File: src/sv/cctb_pkg.sv
// Shared constants and types of the cycle counter timebase.
`timescale 1ns / 1ps
package cctb_pkg;

  localparam int unsigned SAMPLE_W   = 32;
  localparam int unsigned TOTAL_W    = 64;
  localparam int unsigned FREQ_W     = 10;
  localparam int unsigned DIVS_W     = 30;
  localparam int unsigned QUO_W      = 32;
  localparam int unsigned FRAC_W     = 10;
  localparam int unsigned TUS_W      = 52;
  localparam int unsigned CNT_W      = 7;
  localparam int unsigned SEC_STEPS  = 64;
  localparam int unsigned SUB_STEPS  = 10;
  localparam int unsigned US_PER_S   = 1000000;
  localparam int unsigned US_PER_MS  = 1000;
  localparam int unsigned FREQ_RESET = 168;

  typedef struct packed {
    logic             start;
    logic [CNT_W-1:0] steps;
  } div_cmd_t;

  typedef struct packed {
    logic busy;
    logic done;
  } div_sts_t;

endpackage

File: src/sv/cycle_counter_timebase.sv
// Top level of the cycle counter timebase: 64-bit extension and time split.
`timescale 1ns / 1ps
// Usage:
// Each input beat carries one sample of a free-running 32-bit cycle counter.
// A sample below the one before counts as a wrap, and the wrap count forms the
// upper half of a 64-bit cycle total. Each input beat yields exactly one output
// beat with the total, whole seconds (low 32 bits), milliseconds within the
// second, microseconds within the millisecond and a total in microseconds.
// The configuration channel writes the counter clock in MHz; zero acts as one.
// Write it only while no beat is in flight. It is always ready.
// A single shared bit-serial divider does the work: 64 steps for seconds,
// then 10 steps each for milliseconds and microseconds, each pass with a load
// before it and a capture after it, and then a step for the microsecond
// total. One item is worked on at a time, and the input reopens the cycle
// after the result moves to the output register.
// The output sits in its own register, so the next input beat is taken while a
// result waits; a stalled receiver holds the finished next result in the
// block until the output register frees up.
// Reset clears the wrap count and previous sample, sets the clock to 168 MHz
// and empties the output.
module cycle_counter_timebase (
  input  logic                             clk_i,
  input  logic                             rst_ni,
  input  logic                             in_valid_i,
  output logic                             in_ready_o,
  input  logic [cctb_pkg::SAMPLE_W-1:0]    cycle_sample_i,
  output logic                             out_valid_o,
  input  logic                             out_ready_i,
  output logic [cctb_pkg::TOTAL_W-1:0]     total_cycles_o,
  output logic [cctb_pkg::QUO_W-1:0]       seconds_o,
  output logic [cctb_pkg::FRAC_W-1:0]      milliseconds_o,
  output logic [cctb_pkg::FRAC_W-1:0]      microseconds_o,
  output logic [cctb_pkg::TUS_W-1:0]       total_microseconds_o,
  input  logic                             cfg_valid_i,
  output logic                             cfg_ready_o,
  input  logic [cctb_pkg::FREQ_W-1:0]      cfg_data_i
);
  import cctb_pkg::*;

  localparam logic [3:0] S_IDLE    = 4'd0;
  localparam logic [3:0] S_LOAD_S  = 4'd1;
  localparam logic [3:0] S_WAIT_S  = 4'd2;
  localparam logic [3:0] S_LOAD_MS = 4'd3;
  localparam logic [3:0] S_WAIT_MS = 4'd4;
  localparam logic [3:0] S_LOAD_US = 4'd5;
  localparam logic [3:0] S_WAIT_US = 4'd6;
  localparam logic [3:0] S_MUL     = 4'd7;
  localparam logic [3:0] S_OUT     = 4'd8;

  logic [3:0]         state_q, state_d;
  logic [FREQ_W-1:0]  freq_q;
  logic [FREQ_W-1:0]  f_eff;
  logic [DIVS_W-1:0]  per_s;
  logic [DIVS_W-1:0]  per_ms;
  logic               in_beat;
  logic [TOTAL_W-1:0] total;
  div_cmd_t           div_cmd;
  div_sts_t           div_sts;
  logic [TOTAL_W-1:0] div_dividend;
  logic [DIVS_W-1:0]  div_rem_init;
  logic [DIVS_W-1:0]  div_divisor;
  logic [QUO_W-1:0]   div_quo;
  logic [DIVS_W-1:0]  div_rem;
  logic [QUO_W-1:0]   sec_q;
  logic [FRAC_W-1:0]  ms_q;
  logic [FRAC_W-1:0]  us_q;
  logic [TUS_W-1:0]   tus_q;
  logic               out_valid_q;
  logic [TOTAL_W-1:0] out_total_q;
  logic [QUO_W-1:0]   out_sec_q;
  logic [FRAC_W-1:0]  out_ms_q;
  logic [FRAC_W-1:0]  out_us_q;
  logic [TUS_W-1:0]   out_tus_q;
  logic               out_free;
  logic               out_load;

  assign cfg_ready_o = 1'b1;
  assign in_ready_o  = (state_q == S_IDLE);
  assign in_beat     = in_valid_i && in_ready_o;
  assign out_free    = !out_valid_q || out_ready_i;
  assign out_load    = (state_q == S_OUT) && out_free;

  // A zero clock setting is treated as 1 MHz so no divisor is ever zero.
  assign f_eff  = (freq_q == '0) ? FREQ_W'(1) : freq_q;
  assign per_s  = DIVS_W'(f_eff) * DIVS_W'(US_PER_S);
  assign per_ms = DIVS_W'(f_eff) * DIVS_W'(US_PER_MS);

  always_ff @(posedge clk_i or negedge rst_ni) begin
    if (!rst_ni) begin
      freq_q <= FREQ_W'(FREQ_RESET);
    end else if (cfg_valid_i && cfg_ready_o) begin
      freq_q <= cfg_data_i;
    end
  end

  cctb_ext u_ext (
    .clk_i    (clk_i),
    .rst_ni   (rst_ni),
    .load_i   (in_beat),
    .sample_i (cycle_sample_i),
    .total_o  (total)
  );

  // The seconds pass shifts in all 64 bits of the total. Milliseconds and
  // microseconds are below 1024, so those passes start with the remainder
  // shifted down by ten bits and feed only its low ten bits through.
  always_comb begin
    div_cmd      = '0;
    div_dividend = total;
    div_rem_init = '0;
    div_divisor  = per_s;
    unique case (state_q)
      S_LOAD_S: begin
        div_cmd.start = 1'b1;
        div_cmd.steps = CNT_W'(SEC_STEPS);
      end
      S_LOAD_MS: begin
        div_cmd.start = 1'b1;
        div_cmd.steps = CNT_W'(SUB_STEPS);
        div_dividend  = {div_rem[FRAC_W-1:0], (TOTAL_W-FRAC_W)'(0)};
        div_rem_init  = DIVS_W'(div_rem[DIVS_W-1:FRAC_W]);
        div_divisor   = per_ms;
      end
      S_LOAD_US: begin
        div_cmd.start = 1'b1;
        div_cmd.steps = CNT_W'(SUB_STEPS);
        div_dividend  = {div_rem[FRAC_W-1:0], (TOTAL_W-FRAC_W)'(0)};
        div_rem_init  = DIVS_W'(div_rem[DIVS_W-1:FRAC_W]);
        div_divisor   = DIVS_W'(f_eff);
      end
      default: begin
      end
    endcase
  end

  cctb_sdiv u_sdiv (
    .clk_i      (clk_i),
    .rst_ni     (rst_ni),
    .cmd_i      (div_cmd),
    .dividend_i (div_dividend),
    .rem_init_i (div_rem_init),
    .divisor_i  (div_divisor),
    .sts_o      (div_sts),
    .quotient_o (div_quo),
    .rem_o      (div_rem)
  );

  always_comb begin
    state_d = state_q;
    unique case (state_q)
      S_IDLE:    if (in_beat) state_d = S_LOAD_S;
      S_LOAD_S:  state_d = S_WAIT_S;
      S_WAIT_S:  if (div_sts.done) state_d = S_LOAD_MS;
      S_LOAD_MS: state_d = S_WAIT_MS;
      S_WAIT_MS: if (div_sts.done) state_d = S_LOAD_US;
      S_LOAD_US: state_d = S_WAIT_US;
      S_WAIT_US: if (div_sts.done) state_d = S_MUL;
      S_MUL:     state_d = S_OUT;
      S_OUT:     if (out_free) state_d = S_IDLE;
      default:   state_d = S_IDLE;
    endcase
  end

  always_ff @(posedge clk_i or negedge rst_ni) begin
    if (!rst_ni) begin
      state_q     <= S_IDLE;
      out_valid_q <= 1'b0;
    end else begin
      state_q <= state_d;
      if (out_load) begin
        out_valid_q <= 1'b1;
      end else if (out_ready_i) begin
        out_valid_q <= 1'b0;
      end
    end
  end

  // The quotient register keeps only the low 32 bits, which truncates seconds.
  always_ff @(posedge clk_i) begin
    if (state_q == S_WAIT_S && div_sts.done) begin
      sec_q <= div_quo;
    end
    if (state_q == S_WAIT_MS && div_sts.done) begin
      ms_q <= div_quo[FRAC_W-1:0];
    end
    if (state_q == S_WAIT_US && div_sts.done) begin
      us_q <= div_quo[FRAC_W-1:0];
    end
    if (state_q == S_MUL) begin
      tus_q <= {(TUS_W-QUO_W)'(0), sec_q} * TUS_W'(US_PER_S)
             + TUS_W'(ms_q) * TUS_W'(US_PER_MS) + TUS_W'(us_q);
    end
    if (out_load) begin
      out_total_q <= total;
      out_sec_q   <= sec_q;
      out_ms_q    <= ms_q;
      out_us_q    <= us_q;
      out_tus_q   <= tus_q;
    end
  end

  assign out_valid_o          = out_valid_q;
  assign total_cycles_o       = out_total_q;
  assign seconds_o            = out_sec_q;
  assign milliseconds_o       = out_ms_q;
  assign microseconds_o       = out_us_q;
  assign total_microseconds_o = out_tus_q;

  a_start_idle: assert property (@(posedge clk_i) disable iff (!rst_ni)
    div_cmd.start |-> !div_sts.busy)
    else $error("divider started while running");
  a_frac_range: assert property (@(posedge clk_i) disable iff (!rst_ni)
    state_q == S_MUL |-> ms_q < FRAC_W'(US_PER_MS) && us_q < FRAC_W'(US_PER_MS))
    else $error("millisecond or microsecond part out of range");
  a_beat_starts: assert property (@(posedge clk_i) disable iff (!rst_ni)
    in_beat |=> state_q == S_LOAD_S)
    else $error("input beat did not start a division");

endmodule

File: src/sv/cctb_ext.sv
// Extends the 32-bit counter samples to a 64-bit cycle total by counting wraps.
`timescale 1ns / 1ps
module cctb_ext (
  input  logic                            clk_i,
  input  logic                            rst_ni,
  input  logic                            load_i,
  input  logic [cctb_pkg::SAMPLE_W-1:0]   sample_i,
  output logic [cctb_pkg::TOTAL_W-1:0]    total_o
);
  import cctb_pkg::*;

  logic [SAMPLE_W-1:0] wrap_q, wrap_d;
  logic [SAMPLE_W-1:0] prev_q;
  logic [TOTAL_W-1:0]  total_q;

  // A sample below the previous one means the counter rolled over.
  assign wrap_d = (sample_i < prev_q) ? wrap_q + SAMPLE_W'(1) : wrap_q;

  always_ff @(posedge clk_i or negedge rst_ni) begin
    if (!rst_ni) begin
      wrap_q <= '0;
      prev_q <= '0;
    end else if (load_i) begin
      wrap_q <= wrap_d;
      prev_q <= sample_i;
    end
  end

  always_ff @(posedge clk_i) begin
    if (load_i) begin
      total_q <= {wrap_d, sample_i};
    end
  end

  assign total_o = total_q;

  a_prev_follows: assert property (@(posedge clk_i) disable iff (!rst_ni)
    load_i |=> prev_q == $past(sample_i))
    else $error("previous sample not taken on load");
  a_wrap_step: assert property (@(posedge clk_i) disable iff (!rst_ni)
    !load_i |=> $stable(wrap_q))
    else $error("wrap count moved without a load");

endmodule

File: src/sv/cctb_sdiv.sv
// Bit-serial restoring divider: one quotient bit per cycle.
`timescale 1ns / 1ps
module cctb_sdiv (
  input  logic                          clk_i,
  input  logic                          rst_ni,
  input  cctb_pkg::div_cmd_t            cmd_i,
  input  logic [cctb_pkg::TOTAL_W-1:0]  dividend_i,
  input  logic [cctb_pkg::DIVS_W-1:0]   rem_init_i,
  input  logic [cctb_pkg::DIVS_W-1:0]   divisor_i,
  output cctb_pkg::div_sts_t            sts_o,
  output logic [cctb_pkg::QUO_W-1:0]    quotient_o,
  output logic [cctb_pkg::DIVS_W-1:0]   rem_o
);
  import cctb_pkg::*;

  logic [TOTAL_W-1:0] dvd_q, dvd_d;
  logic [DIVS_W-1:0]  rem_q, rem_d;
  logic [DIVS_W-1:0]  dsr_q, dsr_d;
  logic [QUO_W-1:0]   quo_q, quo_d;
  logic [CNT_W-1:0]   cnt_q, cnt_d;
  logic               busy_q, busy_d;
  logic               done_q, done_d;
  logic [DIVS_W:0]    trial;
  logic [DIVS_W:0]    diff;
  logic               ge;

  // The partial remainder stays below the divisor, so one extra bit holds the trial.
  assign trial = {rem_q, dvd_q[TOTAL_W-1]};
  assign diff  = trial - {1'b0, dsr_q};
  assign ge    = trial >= {1'b0, dsr_q};

  always_comb begin
    dvd_d  = dvd_q;
    rem_d  = rem_q;
    dsr_d  = dsr_q;
    quo_d  = quo_q;
    cnt_d  = cnt_q;
    busy_d = busy_q;
    done_d = 1'b0;
    if (cmd_i.start) begin
      dvd_d  = dividend_i;
      rem_d  = rem_init_i;
      dsr_d  = divisor_i;
      quo_d  = '0;
      cnt_d  = cmd_i.steps;
      busy_d = 1'b1;
    end else if (busy_q) begin
      dvd_d = {dvd_q[TOTAL_W-2:0], 1'b0};
      rem_d = ge ? diff[DIVS_W-1:0] : trial[DIVS_W-1:0];
      quo_d = {quo_q[QUO_W-2:0], ge};
      cnt_d = cnt_q - CNT_W'(1);
      if (cnt_q == CNT_W'(1)) begin
        busy_d = 1'b0;
        done_d = 1'b1;
      end
    end
  end

  always_ff @(posedge clk_i or negedge rst_ni) begin
    if (!rst_ni) begin
      cnt_q  <= '0;
      busy_q <= 1'b0;
      done_q <= 1'b0;
    end else begin
      cnt_q  <= cnt_d;
      busy_q <= busy_d;
      done_q <= done_d;
    end
  end

  always_ff @(posedge clk_i) begin
    dvd_q <= dvd_d;
    rem_q <= rem_d;
    dsr_q <= dsr_d;
    quo_q <= quo_d;
  end

  assign sts_o.busy = busy_q;
  assign sts_o.done = done_q;
  assign quotient_o = quo_q;
  assign rem_o      = rem_q;

  a_idle_count: assert property (@(posedge clk_i) disable iff (!rst_ni)
    !busy_q |-> cnt_q == '0)
    else $error("step count left over while idle");
  a_done_ends_run: assert property (@(posedge clk_i) disable iff (!rst_ni)
    done_q |-> !busy_q && $past(busy_q))
    else $error("done without a finished run");

endmodule

File: config.mk
export PLATFORM = sky130hd
export DESIGN_NAME = cycle_counter_timebase
export DESIGN_NICKNAME = d
export VERILOG_FILES = /design/src/sv/cctb_pkg.sv /design/src/sv/cycle_counter_timebase.sv /design/src/sv/cctb_ext.sv /design/src/sv/cctb_sdiv.sv
export SDC_FILE = /design/constraint.sdc
export NUM_CORES = 2
export LEC_CHECK = 0
export BUFFER_PORTS_ARGS = -buffer_cell sky130_fd_sc_hd__buf_2
export CORE_MARGIN = 3
export CORE_UTILIZATION = 28
export CTS_BUF_LIST = sky130_fd_sc_hd__clkbuf_2 sky130_fd_sc_hd__clkbuf_4 sky130_fd_sc_hd__clkbuf_8
export DETAILED_ROUTE_END_ITERATION = 7
export PLACE_DENSITY_LB_ADDON = 0.15
export SLEW_MARGIN = 25
export SYNTH_ARGS = -nofsm -noshare
export SYNTH_HDL_FRONTEND = slang
export SYNTH_HIERARCHICAL = 1
export SYNTH_SLANG_ARGS = --single-unit
File: constraint.sdc
create_clock -name clk_i -period 20.4 [get_ports clk_i]
set_clock_uncertainty 0.1 [all_clocks]
set_input_delay 2.04 -clock clk_i [delete_from_list [all_inputs] [get_ports clk_i]]
set_output_delay 2.04 -clock clk_i [all_outputs]
set_load 0.02 [all_outputs]
After elaboration in Yosys (flattened, before gate mapping) --
Index checks and enable logic that the tools add are counted.
Word-level totals: register bits 580, input port bits 47
Cells by class: add/sub/neg operators 5, $mul 4, magnitude comparators 2, eq/ne operators 14, muxes and demuxes 27, reduce and logical (&&, ||, !) cells 13
Operators with widths (count):
- two-way mux 64 bit | 3
- two-way mux 30 bit | 3
- one-hot mux 30 bit (2 select lines) | 1
- adder 52 x 10 -> 52 bit | 1
- adder 52 x 20 -> 52 bit | 1
- multiplier 32 x 14 -> 46 bit (second input constant) | 1
- one-hot mux 4 bit (9 select lines) | 1
- multiplier 10 x 7 -> 17 bit (second input constant) | 2
- adder 32 x 1 -> 32 bit (second input constant) | 1
- less-than comparator 32 bit | 1
- two-way mux 32 bit | 1
- >= comparator 31 x 30 -> 1 bit | 1
- subtractor 30 bit | 1
- multiplier 10 x 14 -> 24 bit (second input constant) | 1
- two-way mux 20 bit | 1
- two-way mux 4 bit | 5
- equality test 4 x 3 -> 1 bit (second input constant) | 4
- one-hot mux 8 bit (2 select lines) | 1
- two-way mux 7 bit | 2
- zero test 10 bit | 1
- two-way mux 10 bit | 1
- equality test 4 x 2 -> 1 bit (second input constant) | 2
- two-way mux 1 bit | 8
- inequality test 2 x 1 -> 1 bit (second input constant) | 4
- other kinds (12) | 17

Depth between registers and ports, before layout --
Gate-level depths: netlist of the first run.
depth in word-level cells 4, depth in mapped cells 30, mapped depth without buffers 30

Cells and area by module --
Netlist of the first run, hierarchy kept.
By module, submodules not included:
- cycle_counter_timebase | instances 1, cells each 2113, area an instance 24096.9 um^2, sequential area each 8546.9 um^2
- cctb_sdiv | instances 1, cells each 749, area an instance 8630.8 um^2, sequential area each 4589.4 um^2
- cctb_ext | instances 1, cells each 522, area an instance 5982.0 um^2, sequential area each 3523.4 um^2

Least setup slack after synthesis of the first run --
No wires, ideal clock.
path type input to register, from in out_ready_i, to reg out_us_q[0] (netlist: microseconds_o[0]), enable pin, arrival time 9.556 ns, required time 19.583 ns, slack 10.027 ns, stages 2, buffers on the path 0, cell sequence nand2b_1 -> nor2b_1
Between the ends: word-level cells in the longest chain between the ends 2
RTL lines:
- start: declaration | line cycle_counter_timebase.sv:28 | input logic out_ready_i,
- logical OR 1 bit | line cycle_counter_timebase.sv:80 | assign out_free = !out_valid_q || out_ready_i;
- logical AND 1 bit | line cycle_counter_timebase.sv:81 | assign out_load = (state_q == S_OUT) && out_free;
- via out_load | line cycle_counter_timebase.sv:75 | logic out_load;
- end signal: assignment | line cycle_counter_timebase.sv:197 | out_us_q <= us_q;
- end: declaration | line cycle_counter_timebase.sv:72 | logic [FRAC_W-1:0] out_us_q;
The timed path passes the listed nets, and every way through them passes these cells. A chain may end at the register's enable or synchronous reset.

Worst setup path in the final report of the first run --
from reg ms_q[0], to reg tus_q[50] (data pin)
Between the ends: word-level cells in the longest chain between the ends 3
RTL lines:
- start: declaration | line cycle_counter_timebase.sv:65 | logic [FRAC_W-1:0] ms_q;
- start signal: assignment | line cycle_counter_timebase.sv:184 | ms_q <= div_quo[FRAC_W-1:0];
- multiplier 10 x 7 -> 17 bit | line cycle_counter_timebase.sv:191 | + TUS_W'(ms_q) * TUS_W'(US_PER_MS) + TUS_W'(us_q);
- adder 52 x 20 -> 52 bit | line cycle_counter_timebase.sv:191
- adder 52 x 10 -> 52 bit | line cycle_counter_timebase.sv:191
- end signal: assignment | line cycle_counter_timebase.sv:190 | tus_q <= {(TUS_W-QUO_W)'(0), sec_q} * TUS_W'(US_PER_S)
- end: declaration | line cycle_counter_timebase.sv:67 | logic [TUS_W-1:0] tus_q;
No other way between the ends.

==> results.py, run 1 <==
metrics = {
    "placed_design": {
        "place_area_um2": 41700,
        "routabilityCongestion": 0.816,
        "hpwl_um": 74400,
        "io_buffer_count": 216,
    },
    "flow_run": {
        "max-cap-violations": 0,
    },
    "cts": {
        "h-tree-depth": 3,
        "ctsResizeCount": 0,
        "cts.path.max_buffers": 3,
        "clk_pin_slew_ps": 60,
        "clockRootBuffer": "sky130_fd_sc_hd__clkbuf_8",
        "cts_sinks": 580,
        "clock_insertion_delay_at_the_later_pin_of_the_skew_report_ps": 830,
        "numCtsBuffers": 108,
        "tritoncts": "built",
        "postCtsSetupRepairBufs": 0,
        "cts_hold_repair.buffers": 0,
    },
    "timing": {
        "fmax_mhz": 123,
        "setup_viol_count_final": 0,
        "worst_slew_pin_slew_ps": 1090,
        "timing.setup.tns_ps": 0,
        "final_hold_viol_count": 0,
        "rsz_0062_raised_after_global_routing": "no",
        "slew_headroom_pct": 26.8,
        "final.period_utilization_pct": 39.9,
        "finalCriticalPeriod_ps": 8130,
        "report.final.slew_viol_count": 0,
    },
    "setup_path": {
        "setup.worst_path.end_class": "flop",
        "crit_fanout": 6,
        "worst_ep_arrival_time_ps": 8540,
        "start_to_end_type_of_the_worst_setup_path": "flop to flop",
        "cp.required_ps": 20810,
        "crit_path_top_delay_cell": "sky130_fd_sc_hd__fa_1",
        "startpoint_type": "flop",
        "crit_path_max_incr_delay_ps": 610,
        "cell_mode_on_critical_path": "sky130_fd_sc_hd__fa_1",
    },
    "logic_synthesis": {
        "synth_cells": 3383,
        "syn-mean-instance-area_um2": 11.4,
        "syn_area_um2": 38700,
        "yosys_warnings": 6,
    },
    "power": {
        "switching_share_pct": 43.5,
        "vdd.ir_drop.worst_mv": 0.0862,
        "static-leakage-power_uw": 0.0191,
        "power_frac_comb_pct": 56.2,
        "cellPowerDensity_nw_per_um2": 163,
        "psw_uw": 3130,
        "clock_power_share_pct": 17.4,
        "power.sequential.fraction_pct": 26.4,
        "intPower_uw": 4070,
    },
    "global_route": {
        "number_of_global_route_vias_before_repair": 26184,
        "antenna_violations_before_repair": 11,
        "global_route.usage.total_pct": 14.2,
        "global_route_wire_length_before_repair_um": 157000,
        "grt.overflow.total": 0,
        "grt_max_degree": 76,
    },
    "hold_path": {
        "min_path_type": "flop to flop",
    },
    "cells_and_area": {
        "multi_input_comb_area_um2": 20000,
        "layout.cell_area.non_filler_um2": 44200,
        "layout-area-overhead-vs-synth_pct": 14.1,
        "finish.net_count": 4293,
        "final-seq-area_um2": 16700,
        "final_layout_size_suffix_gt1_share_pct": 15.2,
        "num-fill-cells": 13886,
    },
    "floorplan": {
        "num_rows": 135,
        "dieArea_um2": 143000,
        "core-area_um2": 136000,
        "die_x_um": 378,
        "start_util_pct": 28.4,
        "io_pins": 218,
        "fp.dieH_um": 378,
    },
    "outcome": {
        "status": "finished clean",
    },
    "routing": {
        "route.final.wire_length_um": 100000,
        "vias": 25246,
        "drtIter0Drc": 1317,
        "drc": 0,
        "wl_per_cell_um": 18.2,
        "detail_route.vias_per_cell": 4.59,
        "drt_first_pass_iters": 5,
        "ant_nets": 0,
    },
}
-- cell type report --
class	instances	area share [%]
Tap cell	1781	5.05
Inverter	428	3.64
Clock buffer	155	4.33
Antenna cell	4	0.0227
Timing Repair Buffer	241	2.91
Sequential cell	580	37.7
Clock inverter	49	1.13
Multi-Input combinational cell	2268	45.2
-- metrics by stage --
stage	setup WS (ps)	utilization [%]	cells	hold slack, ps	total power [uW]
global route	11560	32.4	5506	311	7910
detailed placement	12140	30.6	5298	305	5980
global placement	12180	30.6	5297	303	5990
CTS	12070	32.4	5502	308	7320
floorplan	10030	-	3396	300	5040
finish	12270	32.4	5506	304	7200
-- metal layers --
| layer | up-vias | GRT usage (%) | wire length, um |
|---|---|---|---|
| met1 | 12298 | 19.6 | 47800 |
| met3 | 137 | 2.38 | 3690 |
| met5 | - | 0 | 0 |
| met2 | 442 | 22.9 | 46600 |
| li1 | 12369 | - | - |
| met4 | 0 | 4.00 | 2300 |
-- registers in the layout (all words and copies together) (netlist names), 10 cells and up --
signal                flops
total_cycles_o           64
u_ext/total_o            64
u_sdiv/dvd_q             64
u_ext/prev_q             32
seconds_o                32
us_q                     10
sec_q                    32
u_ext/wrap_q             32
microseconds_o           10
tus_q                    52
u_sdiv/quotient_o        32
freq_q                   10
u_sdiv/dsr_q             30
u_sdiv/rem_o             30
milliseconds_o           10
ms_q                     10
total_microseconds_o     52
-- layout by cell type, fill, tap and decap left out, types with 15 or more instances in the layout --
master,instances
sky130_fd_sc_hd__xor2_1,92
sky130_fd_sc_hd__dfxtp_1,32
sky130_fd_sc_hd__a21o_1,43
sky130_fd_sc_hd__and3_1,72
sky130_fd_sc_hd__xnor2_1,118
sky130_fd_sc_hd__nor2_1,168
sky130_fd_sc_hd__clkbuf_4,35
sky130_fd_sc_hd__o21ai_0,122
sky130_fd_sc_hd__o21ai_1,15
sky130_fd_sc_hd__buf_2,215
sky130_fd_sc_hd__clkinv_2,20
sky130_fd_sc_hd__edfxtp_1,460
sky130_fd_sc_hd__mux2i_1,34
sky130_fd_sc_hd__a21oi_1,107
sky130_fd_sc_hd__dfrtp_1,84
sky130_fd_sc_hd__buf_4,25
sky130_fd_sc_hd__inv_1,425
sky130_fd_sc_hd__conb_1,15
sky130_fd_sc_hd__nand3_1,57
sky130_fd_sc_hd__clkbuf_8,120
sky130_fd_sc_hd__o211ai_1,21
sky130_fd_sc_hd__nand2_1,231
sky130_fd_sc_hd__o31ai_1,16
sky130_fd_sc_hd__a31oi_1,27
sky130_fd_sc_hd__nand4_1,53
sky130_fd_sc_hd__and2_1,47
sky130_fd_sc_hd__o21a_1,15
sky130_fd_sc_hd__o21bai_1,21
sky130_fd_sc_hd__ha_1,396
sky130_fd_sc_hd__nor4_1,24
sky130_fd_sc_hd__fa_1,223
sky130_fd_sc_hd__nor3_1,66
sky130_fd_sc_hd__nand2b_1,19
sky130_fd_sc_hd__mux2_2,67
-- power groups by stage --
stage,combinational [uW],sequential (uW),clock (uW)
2_1_floorplan,3170,1860,0
3_3_place_gp,4060,1930,0
3_5_place_dp,4060,1920,0
4_1_cts,4090,1910,1320
5_1_grt,4610,1930,1370
6_report,4050,1900,1250
-- final timing paths --
path / startpoint / end / slack, ps / cells past startpoint
worst max-delay path: ms_q[0] / tus_q[50] / 12270 / 28
worst min-delay path: tus_q[39] / total_microseconds_o[39] / 300 / 0
worst max register to register: ms_q[0] / tus_q[50] / 12270 / 28
worst min register to register: tus_q[39] / total_microseconds_o[39] / 300 / 0
max in group asynchronous: rst_ni / u_ext/prev_q[20] / 17810 / 2
min in group asynchronous: rst_ni / u_ext/wrap_q[16] / 1140 / 1
-- critical path: cells and delay by family (launching register included) --
kind | cells | cell delay (ps)
AND/OR/NAND/NOR | 8 | 2330
XOR/XNOR | 2 | 310
flip-flops | 1 | 530
buffers and inverters | 3 | 170
adder cells (fa/ha/maj) | 7 | 3030
AO/OA/AOI/OAI | 8 | 1350
Note: power is estimated with default switching activity, not from simulation.
==> run 2, diff against run 1 <==
clock period = 8.1 ns   (was 20.4 ns; I/O delays follow)
==> run 2 against run 1 <==
- non-clock buffer count rose by 24
- highest routed layer unchanged
- design area rose by 0.19%
- sequential power rose to 2.5 times the previous value
- sequential share of layout area fell by 0.070 points
- sequential cell count did not move
- combinational power rose to 2.5 times the previous value
- total power rose by 150%
- worst hold slack got worse by 190 ps
- die area did not move
- register-to-register slack got worse by 12000 ps
- largest power group unchanged
==> results.py, run 2 (synthesized netlist as in run 1, its figures left out) <==
metrics = {
    "outcome": {
        "status": "finished clean",
    },
    "timing": {
        "slew_headroom_pct": 31.2,
        "timing.setup.tns_ps": 0,
        "setup_viol_count_final": 0,
        "final.period_utilization_pct": 93.3,
        "report.final.slew_viol_count": 0,
        "rsz_0062_raised_after_global_routing": "no",
        "final_hold_viol_count": 0,
        "hold-worst-slack_ps": 115,
        "finalCriticalPeriod_ps": 7560,
        "worst_slew_pin_slew_ps": 1030,
        "fmax_mhz": 132,
    },
    "setup_path": {
        "crit_fanout": 5,
        "crit_path_max_incr_delay_ps": 590,
        "setup.worst_path.end_class": "flop",
        "startpoint_type": "flop",
        "cp.required_ps": 8520,
        "start_to_end_type_of_the_worst_setup_path": "flop to flop",
        "worst_ep_arrival_time_ps": 7980,
        "crit_path_top_delay_cell": "sky130_fd_sc_hd__fa_1",
    },
    "global_route": {
        "antenna_violations_before_repair": 11,
        "grt_max_degree": 90,
        "grt.overflow.total": 0,
        "global_route_wire_length_before_repair_um": 157000,
        "global_route.usage.total_pct": 14.1,
        "number_of_global_route_vias_before_repair": 26067,
    },
    "cells_and_area": {
        "final_layout_size_suffix_gt1_share_pct": 15.4,
        "num-fill-cells": 13854,
        "layout_commonest_cell": "sky130_fd_sc_hd__edfxtp_1",
        "mostFrequentLayoutCells": "sky130_fd_sc_hd__edfxtp_1 (460), sky130_fd_sc_hd__inv_1 (425), sky130_fd_sc_hd__ha_1 (396)",
        "finish.net_count": 4314,
        "layout-area-overhead-vs-synth_pct": 14.3,
        "final-seq-area_um2": 16700,
        "multi_input_comb_area_um2": 20000,
        "finish.cell_count_without_fillers": 5522,
    },
    "power": {
        "post-layout-total-power_uw": 18000,
        "static-leakage-power_uw": 0.0192,
        "cellPowerDensity_nw_per_um2": 406,
        "vdd.ir_drop.worst_mv": 0.183,
    },
    "routing": {
        "drtIter0Drc": 1287,
        "drc": 0,
        "vias": 25094,
        "route.final.wire_length_um": 101000,
        "detail_route.vias_per_cell": 4.54,
        "ant_nets": 0,
        "drt_first_pass_iters": 5,
        "wl_per_cell_um": 18.3,
    },
    "cts": {
        "tritoncts": "built",
        "numCtsBuffers": 105,
        "clock_insertion_delay_at_the_later_pin_of_the_skew_report_ps": 820,
        "clk_pin_slew_ps": 60,
        "cts_sinks": 580,
        "h-tree-depth": 3,
        "cts.path.max_buffers": 3,
        "clockRootBuffer": "sky130_fd_sc_hd__clkbuf_8",
    },
    "floorplan": {
        "die_x_um": 378,
        "dieArea_um2": 143000,
        "io_pins": 218,
        "start_util_pct": 28.4,
        "core-area_um2": 136000,
        "num_rows": 135,
        "fp.dieH_um": 378,
    },
    "placed_design": {
        "routabilityCongestion": 0.829,
        "placed_cells": 5310,
        "hpwl_um": 75000,
        "io_buffer_count": 216,
    },
    "hold_path": {
        "min_path_type": "input pin to flop",
    },
    "flow_run": {
        "max-cap-violations": 0,
    },
}
run 2: cell count changes in the layout (fill, tap and decap cells not counted), sizes merged:
cell | before | now
dlygate4sd3 | 0 | 3
bufinv | 7 | 4
diode | 4 | 1
buf | 241 | 262
clkinv | 35 | 33
inv | 431 | 432
clkinvlp | 4 | 3
run 2: per-layer routing:
| layer | track usage (%) | share of wire [%] | vias to the layer above |
|---|---|---|---|
| li1 | - | - | 12387 |
| met1 | 19.6 | 48 | 12200 |
| met2 | 23.1 | 47 | 366 |
| met3 | 1.98 | 3.3 | 141 |
| met4 | 3.81 | 2.1 | 0 |
| met5 | 0 | 0 | - |
run 2: worst max-delay path: cells and delay by family (launching register included):
family	cells	cell delay [ps]
adder cells (fa/ha/maj)	7	3010
AO/OA/AOI/OAI	11	1710
AND/OR/NAND/NOR	5	1480
flip-flops	1	460
XOR/XNOR	2	370
buffers and inverters	3	170
run 2: power breakdown:
group / internal (uW) / switching (uW)
registers: 4390 / 395
logic: 4110 / 6080
clock network: 1640 / 1360
run 2: layout make-up:
class | instances | share of cell area, %
clock buffer | 155 | 4.23
clock inverter | 44 | 0.942
tap | 1781 | 5.04
inverter | 428 | 3.64
multi-input combinational | 2268 | 45.1
timing repair buffer | 265 | 3.38
sequential | 580 | 37.7
antenna | 1 | 0.00566
run 2: metrics by stage:
step           setup slack [ps]  util (%)  area [um^2]
6_report                    544      32.5        44200
5_1_grt                    15.8      32.5        44200
4_1_cts                     268      32.4        44100
3_5_place_dp                250      30.7        41800
3_3_place_gp                243      30.7        41800
2_1_floorplan               922         -        38800
run 2: what timing repair did:
item                       in CTS  in global routing
hold endpoints to repair       24                  0
hold buffers                    3                  0
gates resized for setup         0                  1
setup buffers                   0                  8
setup endpoints to repair       0                  4
run 2: path summary, 6_finish.rpt:
path | start | end | slack [ps] | cells after the start
max | ms_q[0] | tus_q[51] | 540 | 28
min | cycle_sample_i[25] | u_ext/total_o[25] | 120 | 1
max reg2reg | ms_q[0] | tus_q[51] | 540 | 28
min reg2reg | tus_q[19] | total_microseconds_o[19] | 320 | 0
max in group asynchronous | rst_ni | u_ext/prev_q[9] | 6430 | 3
min in group asynchronous | rst_ni | u_ext/wrap_q[27] | 390 | 2
